[src/hdl/top_peaks_per_bin_filter_unit_defines.svh]
// ----------------------------------------------------------------------------
// top_peaks_per_bin_filter_unit_defines
// Assertion macros used by the peak filter datapath.
// ----------------------------------------------------------------------------
`ifndef TOP_PEAKS_PER_BIN_FILTER_UNIT_DEFINES_SVH
`define TOP_PEAKS_PER_BIN_FILTER_UNIT_DEFINES_SVH

// property that holds on every enabled clock edge
`define PPBF_ASSERT_HOLDS(label, p_clk, p_rst, expr, msg) \
  label: assert property (@(posedge p_clk) disable iff (p_rst) (expr)) \
    else $error(msg);

// same-cycle implication
`define PPBF_ASSERT_IMPLIES(label, p_clk, p_rst, ante, cons, msg) \
  label: assert property (@(posedge p_clk) disable iff (p_rst) (ante) |-> (cons)) \
    else $error(msg);

// next-cycle implication
`define PPBF_ASSERT_NEXT(label, p_clk, p_rst, ante, cons, msg) \
  label: assert property (@(posedge p_clk) disable iff (p_rst) (ante) |=> (cons)) \
    else $error(msg);

`endif

[src/hdl/ppbf_pkg.sv]
// ----------------------------------------------------------------------------
// ppbf_pkg
// Constants and controller/datapath interface types of the peak filter.
// ----------------------------------------------------------------------------
package ppbf_pkg;

  // list depth and field widths
  localparam int TOP_COUNT = 6;
  localparam int MZ_W      = 32;
  localparam int INT_W     = 32;
  localparam int RANK_W    = 5;
  localparam int CFG_IDX_W = 1;
  localparam int CFG_W     = 32;
  localparam int DIV_CNT_W = $clog2(MZ_W);

  // configuration register indexes
  localparam logic [CFG_IDX_W-1:0] CFG_BIN_WIDTH       = 1'b0;
  localparam logic [CFG_IDX_W-1:0] CFG_INTENSITY_LIMIT = 1'b1;

  // configuration reset values
  localparam logic [MZ_W-1:0]  BIN_WIDTH_RST       = 32'd6553600;
  localparam logic [INT_W-1:0] INTENSITY_LIMIT_RST = 32'd80;

  // input item kinds
  localparam logic CMD_PEAK = 1'b0;
  localparam logic CMD_END  = 1'b1;

  // commands from the controller
  typedef struct packed {
    logic load_item;
    logic div_start;
    logic div_step;
    logic update_bin;
    logic emit_load;
    logic insert;
    logic spectrum_reset;
  } ctrl_cmd_t;

  // status back to the controller
  typedef struct packed {
    logic in_end;
    logic item_end;
    logic origin_set;
    logic list_nonempty;
    logic bin_changed;
    logic div_last;
    logic out_free;
    logic emit_last;
  } ctrl_sts_t;

endpackage

[src/hdl/top_peaks_per_bin_filter_unit.sv]
// ----------------------------------------------------------------------------
// top_peaks_per_bin_filter_unit
// Per-bin top-k peak selector with ranked flush on bin change or end item.
// ----------------------------------------------------------------------------
// A peak item passes from acceptance through the 32-step serial divider that
// finds the bin index, a flush of the kept results when the bin changes (held
// while out_stall holds the output register) and the insert into the list.
// An end item flushes the kept results, if any, and clears the spectrum. Items
// are worked one at a time; the output register lets a finished transaction
// wait while the next item is taken. Configuration writes are taken at any
// time and must only be made while the block is idle.
module top_peaks_per_bin_filter_unit (
  input  logic                            clk,
  input  logic                            rst,
  input  logic                            cfg_we,
  input  logic [ppbf_pkg::CFG_IDX_W-1:0]  cfg_index,
  input  logic [ppbf_pkg::CFG_W-1:0]      cfg_data,
  input  logic                            in_valid,
  output logic                            in_stall,
  input  logic                            cmd,
  input  logic [ppbf_pkg::MZ_W-1:0]       peak_mz,
  input  logic [ppbf_pkg::INT_W-1:0]      peak_intensity,
  output logic                            out_valid,
  input  logic                            out_stall,
  output logic [ppbf_pkg::MZ_W-1:0]       out_mz,
  output logic [ppbf_pkg::RANK_W-1:0]     rank_score,
  output logic                            last,
  output logic                            spectrum_end
);

  ppbf_pkg::ctrl_cmd_t ctl;
  ppbf_pkg::ctrl_sts_t sts;

  // sequencer
  ppbf_ctrl u_ctrl (
    .clk      (clk),
    .rst      (rst),
    .in_valid (in_valid),
    .in_stall (in_stall),
    .sts      (sts),
    .ctl      (ctl)
  );

  // datapath
  ppbf_datapath u_datapath (
    .clk            (clk),
    .rst            (rst),
    .ctl            (ctl),
    .sts            (sts),
    .cfg_we         (cfg_we),
    .cfg_index      (cfg_index),
    .cfg_data       (cfg_data),
    .cmd            (cmd),
    .peak_mz        (peak_mz),
    .peak_intensity (peak_intensity),
    .out_stall      (out_stall),
    .out_valid      (out_valid),
    .out_mz         (out_mz),
    .rank_score     (rank_score),
    .last           (last),
    .spectrum_end   (spectrum_end)
  );

endmodule

[src/hdl/ppbf_datapath.sv]
// ----------------------------------------------------------------------------
// ppbf_datapath
// Config registers, serial bin divider, sorted top list and output register.
// ----------------------------------------------------------------------------
`include "top_peaks_per_bin_filter_unit_defines.svh"

module ppbf_datapath (
  input  logic                               clk,
  input  logic                               rst,
  input  ppbf_pkg::ctrl_cmd_t                ctl,
  output ppbf_pkg::ctrl_sts_t                sts,
  input  logic                               cfg_we,
  input  logic [ppbf_pkg::CFG_IDX_W-1:0]     cfg_index,
  input  logic [ppbf_pkg::CFG_W-1:0]         cfg_data,
  input  logic                               cmd,
  input  logic [ppbf_pkg::MZ_W-1:0]          peak_mz,
  input  logic [ppbf_pkg::INT_W-1:0]         peak_intensity,
  input  logic                               out_stall,
  output logic                               out_valid,
  output logic [ppbf_pkg::MZ_W-1:0]          out_mz,
  output logic [ppbf_pkg::RANK_W-1:0]        rank_score,
  output logic                               last,
  output logic                               spectrum_end
);

  // configuration
  logic [ppbf_pkg::MZ_W-1:0]  bin_width;
  logic [ppbf_pkg::INT_W-1:0] intensity_limit;

  // spectrum state
  logic                       origin_set;
  logic [ppbf_pkg::MZ_W-1:0]  origin_mz;
  logic [ppbf_pkg::MZ_W-1:0]  current_bin;

  // item registers
  logic                       item_end;
  logic [ppbf_pkg::MZ_W-1:0]  item_mz;
  logic [ppbf_pkg::INT_W-1:0] item_int;
  logic [ppbf_pkg::RANK_W-1:0] rank_cnt;

  // divider
  logic [ppbf_pkg::MZ_W-1:0]      div_rem;
  logic [ppbf_pkg::MZ_W-1:0]      div_quo;
  logic [ppbf_pkg::DIV_CNT_W-1:0] div_cnt;
  logic [ppbf_pkg::MZ_W+1:0]      div_trial;
  logic [ppbf_pkg::MZ_W-1:0]      mz_diff;

  // kept list, entry 0 is the most intense
  logic [ppbf_pkg::MZ_W-1:0]  kept_mz  [ppbf_pkg::TOP_COUNT];
  logic [ppbf_pkg::INT_W-1:0] kept_int [ppbf_pkg::TOP_COUNT];
  logic [ppbf_pkg::TOP_COUNT-1:0] kept_valid;
  logic [ppbf_pkg::TOP_COUNT-1:0] valid_up;
  logic [ppbf_pkg::TOP_COUNT-1:0] take_new;
  logic [ppbf_pkg::TOP_COUNT-1:0] take_prev;
  logic                           qualify;
  logic                           clear_list;
  logic                           first_peak;

  // configuration writes
  always_ff @(posedge clk) begin
    if (rst) begin
      bin_width       <= ppbf_pkg::BIN_WIDTH_RST;
      intensity_limit <= ppbf_pkg::INTENSITY_LIMIT_RST;
    end else if (cfg_we) begin
      case (cfg_index)
        ppbf_pkg::CFG_BIN_WIDTH:       bin_width       <= cfg_data;
        ppbf_pkg::CFG_INTENSITY_LIMIT: intensity_limit <= cfg_data;
        default: ;
      endcase
    end
  end

  assign first_peak = ctl.load_item && (cmd == ppbf_pkg::CMD_PEAK) && !origin_set;
  assign clear_list = ctl.spectrum_reset || first_peak;

  // capture the accepted item
  always_ff @(posedge clk) begin
    if (ctl.load_item) begin
      item_end <= (cmd == ppbf_pkg::CMD_END);
      item_mz  <= peak_mz;
      item_int <= peak_intensity;
      rank_cnt <= ppbf_pkg::RANK_W'(ppbf_pkg::TOP_COUNT);
    end else if (ctl.emit_load) begin
      rank_cnt <= rank_cnt - 1'b1;
    end
  end

  // origin and current bin
  always_ff @(posedge clk) begin
    if (rst) begin
      origin_set  <= 1'b0;
      origin_mz   <= '0;
      current_bin <= '0;
    end else if (ctl.spectrum_reset) begin
      origin_set  <= 1'b0;
      current_bin <= '0;
    end else begin
      if (first_peak) begin
        origin_set  <= 1'b1;
        origin_mz   <= peak_mz;
        current_bin <= '0;
      end
      if (ctl.update_bin) begin
        current_bin <= div_quo;
      end
    end
  end

  // distance from origin, saturated at zero
  assign mz_diff = (item_mz >= origin_mz) ? (item_mz - origin_mz) : '0;

  // restoring divider, one quotient bit per cycle
  assign div_trial = {1'b0, div_rem, div_quo[ppbf_pkg::MZ_W-1]} - {2'b00, bin_width};

  always_ff @(posedge clk) begin
    if (ctl.div_start) begin
      div_rem <= '0;
      div_quo <= mz_diff;
      div_cnt <= '0;
    end else if (ctl.div_step) begin
      div_cnt <= div_cnt + 1'b1;
      if (!div_trial[ppbf_pkg::MZ_W+1]) begin
        div_rem <= div_trial[ppbf_pkg::MZ_W-1:0];
        div_quo <= {div_quo[ppbf_pkg::MZ_W-2:0], 1'b1};
      end else begin
        div_rem <= {div_rem[ppbf_pkg::MZ_W-2:0], div_quo[ppbf_pkg::MZ_W-1]};
        div_quo <= {div_quo[ppbf_pkg::MZ_W-2:0], 1'b0};
      end
    end
  end

  // insert position: first slot that is empty or weaker
  always_comb begin
    logic above;
    above     = 1'b0;
    take_new  = '0;
    take_prev = '0;
    for (int b = 0; b < ppbf_pkg::TOP_COUNT; b++) begin
      take_prev[b] = above;
      if (!above && (!kept_valid[b] || (item_int > kept_int[b]))) begin
        take_new[b] = 1'b1;
        above       = 1'b1;
      end
    end
  end

  assign qualify  = item_int > intensity_limit;
  assign valid_up = kept_valid >> 1;

  // valid bits of the list
  always_ff @(posedge clk) begin
    if (rst) begin
      kept_valid <= '0;
    end else if (clear_list) begin
      kept_valid <= '0;
    end else if (ctl.emit_load) begin
      kept_valid <= valid_up;
    end else if (ctl.insert && qualify) begin
      for (int c = 0; c < ppbf_pkg::TOP_COUNT; c++) begin
        if (take_new[c]) kept_valid[c] <= 1'b1;
      end
      for (int c = 1; c < ppbf_pkg::TOP_COUNT; c++) begin
        if (take_prev[c]) kept_valid[c] <= kept_valid[c-1];
      end
    end
  end

  // list payload: shift out on emit, shift down on insert
  always_ff @(posedge clk) begin
    if (ctl.emit_load) begin
      for (int c = 0; c < ppbf_pkg::TOP_COUNT - 1; c++) begin
        kept_mz[c]  <= kept_mz[c+1];
        kept_int[c] <= kept_int[c+1];
      end
    end else if (ctl.insert && qualify) begin
      for (int c = 0; c < ppbf_pkg::TOP_COUNT; c++) begin
        if (take_new[c]) begin
          kept_mz[c]  <= item_mz;
          kept_int[c] <= item_int;
        end
      end
      for (int c = 1; c < ppbf_pkg::TOP_COUNT; c++) begin
        if (take_prev[c]) begin
          kept_mz[c]  <= kept_mz[c-1];
          kept_int[c] <= kept_int[c-1];
        end
      end
    end
  end

  // output register
  always_ff @(posedge clk) begin
    if (rst) begin
      out_valid <= 1'b0;
    end else if (ctl.emit_load) begin
      out_valid <= 1'b1;
    end else if (!out_stall) begin
      out_valid <= 1'b0;
    end
  end

  always_ff @(posedge clk) begin
    if (ctl.emit_load) begin
      out_mz       <= kept_mz[0];
      rank_score   <= rank_cnt;
      last         <= !valid_up[0];
      spectrum_end <= item_end;
    end
  end

  // status
  assign sts.in_end        = (cmd == ppbf_pkg::CMD_END);
  assign sts.item_end      = item_end;
  assign sts.origin_set    = origin_set;
  assign sts.list_nonempty = kept_valid[0];
  assign sts.bin_changed   = (div_quo != current_bin);
  assign sts.div_last      = (div_cnt == '1);
  assign sts.out_free      = !out_valid || !out_stall;
  assign sts.emit_last     = !valid_up[0];

  // checks
  `PPBF_ASSERT_HOLDS(a_valid_packed, clk, rst,
    (kept_valid & (kept_valid + 1'b1)) == '0,
    "kept entries not packed at the low end")
  `PPBF_ASSERT_IMPLIES(a_emit_free, clk, rst, ctl.emit_load,
    !out_valid || !out_stall,
    "result loaded over a pending transaction")
  `PPBF_ASSERT_NEXT(a_reset_clears, clk, rst, ctl.spectrum_reset,
    !origin_set && (kept_valid == '0) && (current_bin == '0),
    "spectrum state not cleared at end")

endmodule

[src/hdl/ppbf_ctrl.sv]
// ----------------------------------------------------------------------------
// ppbf_ctrl
// Sequencer: item intake, bin division, flush of the kept list, insert.
// ----------------------------------------------------------------------------
module ppbf_ctrl (
  input  logic                clk,
  input  logic                rst,
  input  logic                in_valid,
  output logic                in_stall,
  input  ppbf_pkg::ctrl_sts_t sts,
  output ppbf_pkg::ctrl_cmd_t ctl
);

  typedef enum logic [2:0] {
    S_IDLE,
    S_START,
    S_DIV,
    S_CHECK,
    S_EMIT,
    S_INSERT
  } state_t;

  state_t state;
  state_t state_next;

  // next state and commands
  always_comb begin
    state_next = state;
    ctl        = '0;
    case (state)
      S_IDLE: begin
        if (in_valid) begin
          ctl.load_item = 1'b1;
          if (sts.in_end) begin
            if (sts.list_nonempty) begin
              state_next = S_EMIT;
            end else begin
              ctl.spectrum_reset = 1'b1;
            end
          end else begin
            state_next = S_START;
          end
        end
      end
      S_START: begin
        ctl.div_start = 1'b1;
        state_next    = S_DIV;
      end
      S_DIV: begin
        ctl.div_step = 1'b1;
        if (sts.div_last) state_next = S_CHECK;
      end
      S_CHECK: begin
        ctl.update_bin = 1'b1;
        if (sts.bin_changed && sts.list_nonempty) begin
          state_next = S_EMIT;
        end else begin
          state_next = S_INSERT;
        end
      end
      S_EMIT: begin
        if (sts.out_free) begin
          ctl.emit_load = 1'b1;
          if (sts.emit_last) begin
            if (sts.item_end) begin
              ctl.spectrum_reset = 1'b1;
              state_next         = S_IDLE;
            end else begin
              state_next = S_INSERT;
            end
          end
        end
      end
      S_INSERT: begin
        ctl.insert = 1'b1;
        state_next = S_IDLE;
      end
      default: begin
        state_next = S_IDLE;
      end
    endcase
  end

  // state and registered stall
  always_ff @(posedge clk) begin
    if (rst) begin
      state    <= S_IDLE;
      in_stall <= 1'b0;
    end else begin
      state    <= state_next;
      in_stall <= (state_next != S_IDLE);
    end
  end

endmodule

[config.mk]
export PLATFORM = sky130hd
export DESIGN_NAME = top_peaks_per_bin_filter_unit
export DESIGN_NICKNAME = d
export VERILOG_FILES = /design/src/hdl/ppbf_pkg.sv /design/src/hdl/top_peaks_per_bin_filter_unit.sv /design/src/hdl/ppbf_datapath.sv /design/src/hdl/ppbf_ctrl.sv
export VERILOG_INCLUDE_DIRS = /design/src /design/src/hdl
export SDC_FILE = /design/constraint.sdc
export NUM_CORES = 2
export LEC_CHECK = 0
export BUFFER_PORTS_ARGS = -buffer_cell sky130_fd_sc_hd__buf_4
export CORE_MARGIN = 2
export CORE_UTILIZATION = 50
export DETAILED_ROUTE_END_ITERATION = 12
export HOLD_SLACK_MARGIN = 0.08
export PLACE_DENSITY = 0.66
export SLEW_MARGIN = 25
export SYNTH_ARGS = -nofsm -noshare
export SYNTH_HDL_FRONTEND = slang
export SYNTH_SLANG_ARGS = --single-unit
[constraint.sdc]
create_clock -name clk -period 23.6 [get_ports clk]
set_clock_uncertainty 0.1 [all_clocks]
set_input_delay 2.36 -clock clk [delete_from_list [all_inputs] [get_ports clk]]
set_output_delay 2.36 -clock clk [all_outputs]
set_load 0.005 [all_outputs]
---- After elaboration in Yosys (flattened, before gate mapping) ----
Memories as Yosys holds them, arrays and structs flattened.
Index checks and enable logic that the tools add are counted.
Widths: inputs -> output; s select.
word-level totals
  bits of input ports ..................... 103
  logic and storage cells ................. 242
  register bits after elaboration ......... 318
  output and inout port bits .............. 41
  memories kept ........................... 2
  bits in writable memories ............... 384
cells by class
  reduce and logical (&&, ||, !) cells .... 54
  multiplexer cells ....................... 118
  bitwise operators ....................... 23
  equality and inequality tests ........... 8
  order comparisons ....................... 8
  add/sub/neg operators ................... 4
memory list
  name                 words  width  rd ports  clocked after Yosys merged registers in  write ports  RTL line             source
  u_datapath.kept_int  6      32     6         0                                        6            ppbf_datapath.sv:50  logic [ppbf_pkg::INT_W-1:0] kept_int [ppbf_pkg::TOP_COUNT];
  u_datapath.kept_mz   6      32     6         0                                        6            ppbf_datapath.sv:49  logic [ppbf_pkg::MZ_W-1:0] kept_mz [ppbf_pkg::TOP_COUNT];
operator list
  cell                 number
  $mux 32              26
  $gt 32x32->1         7
  $mux 1               81
  $sub 33x32->34       1
  $ge 32x32->1         1
  $ne 32x32->1         1
  $sub 32x32->32       1
  $mux 3               7
  $or 1x1->1           20
  $reduce_and 2->1     9
  $pmux 3 s5           1
  $reduce_bool 3->1    5
  $logic_not 1->1      14
  $mux 5               2
  $reduce_bool 2->1    5
  $logic_and 1x1->1    9
  $logic_or 1x1->1     8
  $eq 3x2->1 const B   2
  $eq 3x3->1 const B   2
  $add 5x1->5 const B  1
  $eq 5x5->1 const B   1
  $sub 5x1->5 const B  1
  $reduce_or 2->1      2
  $eq 3x1->1 const B   1
  other kinds (5)      7

---- Depth between registers and ports, before layout ----
An unclocked memory read counts as a cell.
  depth after elaboration ................. 24
  mapped depth ............................ 14
  gate-level depth less buffers ........... 13

---- By module ----
A second synthesis with hierarchy kept.
second synthesis, totals
  cell total of the unflattened synthesis .. 3,858
  area, all modules ....................... 38,025.2 um^2
modules (own cells, without submodules)
  module         instances  cells an instance  area each (um^2)  sequential area each (um^2)
  ppbf_datapath  1          3,820              37,723.7          19,178.4
  ppbf_ctrl      1          38                 301.5             80.1

---- Worst setup path before layout ----
No wires, ideal clock.
  kind .................................... reg2reg
  start point ............................. register u_datapath.item_int[1] in the netlist's numbering
  end point ............................... memory u_datapath.kept_int[0][160] in the netlist's numbering, enable pin
  arrival time ............................ 6,934 ps
  setup time .............................. 574 ps
  period minus slack after synthesis ...... 7,609 ps
  required time ........................... 22,926 ps
  cell stages (with the launch flop) ...... 13
  slack ................................... 15,991 ps
  path buffers ............................ 2
  path through ............................ edfxtp_1 -> ha_1 -> nor2b_1 -> o21a_1 -> o21ai_0 -> a211o_1 -> o21ai_0 -> a32oi_1 -> nand2_1 -> clkbuf_1 -> clkbuf_1 -> o41ai_1 -> o21ai_0
RTL lines
  item                    RTL line             source
  from (decl)             ppbf_datapath.sv:38  logic [ppbf_pkg::INT_W-1:0] item_int;
  from (signal assigned)  ppbf_datapath.sv:81  item_int <= peak_intensity;
  to (decl)               ppbf_datapath.sv:50

==> out/results.tsv <==
stage	metric	value	unit
place	gpl congestion	0.954	
place	pre-CTS setup slack	18.14	ns
sta	FMAX	177	MHz
yosys	yosys warns	0	
floorplanning	initial core utilization	50.6	%
clocking	clock-pin slew on the worst setup and hold paths	0.06	ns
drt	via count	31400	
sta	Setup TNS	0	ns
yosys	Synth top area share	40.5	%
sta	Slew HR	27.1	%
status	status	finished, final reports clean	
hold_path	Hold Path Depth	2	
grt	largest net degree at the start of global routing	289	
sta	Final min period	5.65	ns
yosys	Netlist cell types	75	
floorplanning	Die W	282	µm
floorplanning	I/O pins	144	
critical_path	Crit Path Max Fanout	37	
final_layout	Layout area overhead	11.9	%
grt	first-pass GRT wire length	175	mm
final_layout	antenna cell count	0	
critical_path	worst r2r src	u_datapath.item_int[13]$_DFFE_PP_	
power	Pleak	16.6	nW
grt	initial antenna violation count	3	
sta	final hold slack	0.353	ns
sta	part of the cycle the worst path needs	23.9	%
critical_path	CP required	23.81	ns
grt	Tot GR Track Use	28.5	%
final_layout	Post-Layout Inst Area	43200	µm²
drt	final wirelength	114	mm
yosys	Synth Instances	3997	
floorplanning	total die area	79400	µm²
clocking	post-cts resize count	0	
critical_path	Reg2Reg Setup Slack	17.95	ns
clocking	clock sink count	702	
sta	RSZ-0062 raised after global routing	false	
critical_path	crit-path max cell delay	0.76	ns
hold_path	Hold Crit Class	flop to flop	
final_layout	fraction of layout cells with a size suffix above 1	9.39	%
yosys	Yosys top cell by area	edfxtp_1	
drt	WL/cell	22.3	µm
floorplanning	Die Span Y	282	µm
place	Cell Area, Placed	40500	µm²
drt	vias per std cell	6.13	
yosys	Syn Std Cell Area	38600	µm²
clocking	Max Buffers Root-to-Sink	3	
critical_path	Critical Path Start Type	flop	
yosys	Synth area leaders	edfxtp_1 (40%), dfxtp_1 (9.4%), ha_1 (9.4%)	
drt	DR iter-0 viols	3299	
final_layout	Fillers	6667	
place	PortBufs	143	
grt	vias in the first global route	29700	
final_layout	NumNets Final	4419	
sta	Slew @ Worst Pin	1.09	ns
critical_path	worst path cell trace	ha_1 -> nand4_1 -> nor3_1 -> o21ai_0 -> o2111ai_1 -> a2111oi_0 -> o22ai_1 -> o31ai_2 -> nor2_4 -> buf_4 -> o311ai_0	
hold_path	Min-Delay Endpoint	u_datapath.origin_mz[29]$_SDFFE_PP0P_	
floorplanning	Rows	101	
clocking	number of buffers created by CTS	79	
critical_path	Critical Path AT	5.86	ns
yosys	#FFs+latches synth	702	
clocking	CTS tree	done	
clocking	post-CTS setup buffer count	0	
critical_path	CP top delay family	compound AO/OA/AOI/OAI gates	
critical_path	Crit. End Element	flop	
flow_run	Max-cap violations	0	
sta	Hold Vio Cnt, Final	0	
sta	Setup WS post-layout	17.95	ns
drt	drt pass-1 iters	6	
clocking	clock root buffer	clkbuf_16	
critical_path	slowest cell on the critical path	nor2_4	
floorplanning	Core ar.	76200	µm²
drt	post-route ant nets	0	
yosys	Post-Syn Area per Cell	9.65	µm²
yosys	FFs w/ async S/R, synth	0	%
drt	Post-route DRC	0	
critical_path	Reg2Reg Depth	11	
power	pwr/cell area	75.9	nW/µm²
clocking	clock insertion delay at the later pin of the skew report	0.65	ns
clocking	# hold bufs at CTS	0	
critical_path	CP bufs+invs	1	
yosys	syn nets	4393	
sta	Slew Limit Fails	0	
clocking	H-tree levels	3	
yosys	sequential area share after synthesis	49.9	%
yosys	dominant synthesized flop cell	edfxtp_1	
grt	total global routing overflow	0	
yosys	number of flops mapped to enable cells by yosys	520	
power	Peak VDD IR	0.111	mV
sta	setup violators final	0	
critical_path	FF-to-FF End	u_datapath.kept_int[0][39]$_DFFE_PP_	
critical_path	worst setup path category	flop to flop	
place	detailed placer's ending HPWL	73.2	mm
hold_path	Hold Crit Start	u_datapath.origin_mz[29]$_SDFFE_PP0P_	
## layer usage
layer	share of wire [%]	up-vias	track usage, %
li1	-	14700	-
met1	44	15100	41.7
met2	44	1401	42.9
met3	9.1	213	4.44
met4	3.1	6	10.1
met5	0.036	-	0
## layout make-up
type / instances / area, µm² / area share, %
Clock buffer: 95 / 2120 / 4.91
Clock inverter: 52 / 547 / 1.27
Inverter: 317 / 1190 / 2.76
Multi-Input combinational cell: 2738 / 17400 / 40.2
Sequential cell: 702 / 19300 / 44.6
Tap cell: 1030 / 1290 / 2.98
Timing Repair Buffer: 185 / 1440 / 3.34
## cell usage in the layout (no fill, tap or decap), drive strengths merged, types with 33 or more instances in the layout
cell / netlist / final
edfxtp: 520 / 520
nand2: 481 / 481
o21ai: 389 / 389
inv: 315 / 319
ha: 291 / 291
nor2: 259 / 259
a21oi: 251 / 251
a31oi: 201 / 201
nand3: 187 / 187
buf: 60 / 185
dfxtp: 182 / 182
clkbuf: 180 / 95
a21o: 72 / 72
nand4: 69 / 69
o211ai: 63 / 63
xor2: 49 / 49
clkinv: 2 / 39
o311ai: 34 / 34
xnor2: 33 / 33
mux2: 33 / 33
## flip-flops by register name, summed over array words and instances, names as in the netlist, 6 cells and up
register	cells
u_datapath.intensity_limit	32
u_datapath.current_bin	32
u_datapath.kept_mz	192
u_datapath.div_rem	32
u_datapath.div_quo	32
u_datapath.bin_width	32
u_datapath.kept_valid	6
u_datapath.kept_int	192
u_datapath.out_mz	32
u_datapath.item_int	32
u_datapath.origin_mz	32
u_datapath.item_mz	32
## where the power goes
group	internal [mW]	total (mW)	switching [mW]
sequential	1.37	1.42	0.0535
clock	0.736	1.28	0.540
combinational	0.234	0.581	0.347
## metrics by stage
stage                     instances  util (%)  power (mW)
after floorplan                3997         -        1.85
after global placement         4970      53.1        2.01
after detailed placement       4971      53.1        2.02
after CTS                      5118      56.6        3.29
after global routing           5119      56.7        3.41
final                          5119      56.7        3.28
## worst max-delay path by stage
stage,start,end,slack [ns],depth (start not counted)
floorplan,u_datapath.item_int[1]$_DFFE_PP_,u_datapath.kept_int[0][160]$_DFFE_PP_,15.99,12
global placement,u_datapath.item_int[13]$_DFFE_PP_,u_datapath.kept_int[0][39]$_DFFE_PP_,18.21,11
detailed placement,u_datapath.item_int[30]$_DFFE_PP_,u_datapath.kept_mz[0][180]$_DFFE_PP_,18.14,10
CTS,u_datapath.item_int[13]$_DFFE_PP_,u_datapath.kept_int[0][39]$_DFFE_PP_,18.09,11
global route,u_datapath.item_int[13]$_DFFE_PP_,u_datapath.kept_int[0][39]$_DFFE_PP_,17.85,11
finish,u_datapath.item_int[13]$_DFFE_PP_,u_datapath.kept_int[0][39]$_DFFE_PP_,17.95,11
## cell families (layout without fill, tap and decap cells)
family,Yosys count,after routing,synth area share (%)
AND/OR/NAND/NOR,1137,1137,13.1
XOR/XNOR,82,82,1.86
adder cells (fa/ha/maj),293,293,9.54
AO/OA/AOI/OAI,1189,1189,18.9
multiplexers,37,37,1.07
buffers and inverters,557,649,5.60
flip-flops,702,702,49.9
## worst reg2reg max path, cell delays in order, from the launching register on
cell       delay (ns)
edfxtp_1         0.59
ha_1             0.43
nand4_1          0.12
nor3_1           0.65
o21ai_0          0.36
o2111ai_1        0.29
a2111oi_0        0.18
o22ai_1          0.69
o31ai_2          0.25
nor2_4           0.76
buf_4            0.65
o311ai_0         0.24
## synthesized netlist by cell type (32+ instances only)
cell type and n:
o21ai_0 386, nor2_1 259, a31oi_1 201, mux2_2 33, clkbuf_1 180, a21o_1 72, o211ai_1 63, a21oi_1 251
a22o_1 32, inv_1 315, xor2_1 49, dfxtp_1 182, nand4_1 69, nand2_1 481, ha_1 291, nand3_1 187
edfxtp_1 520, xnor2_1 33
(Power assumes the default switching activity.)
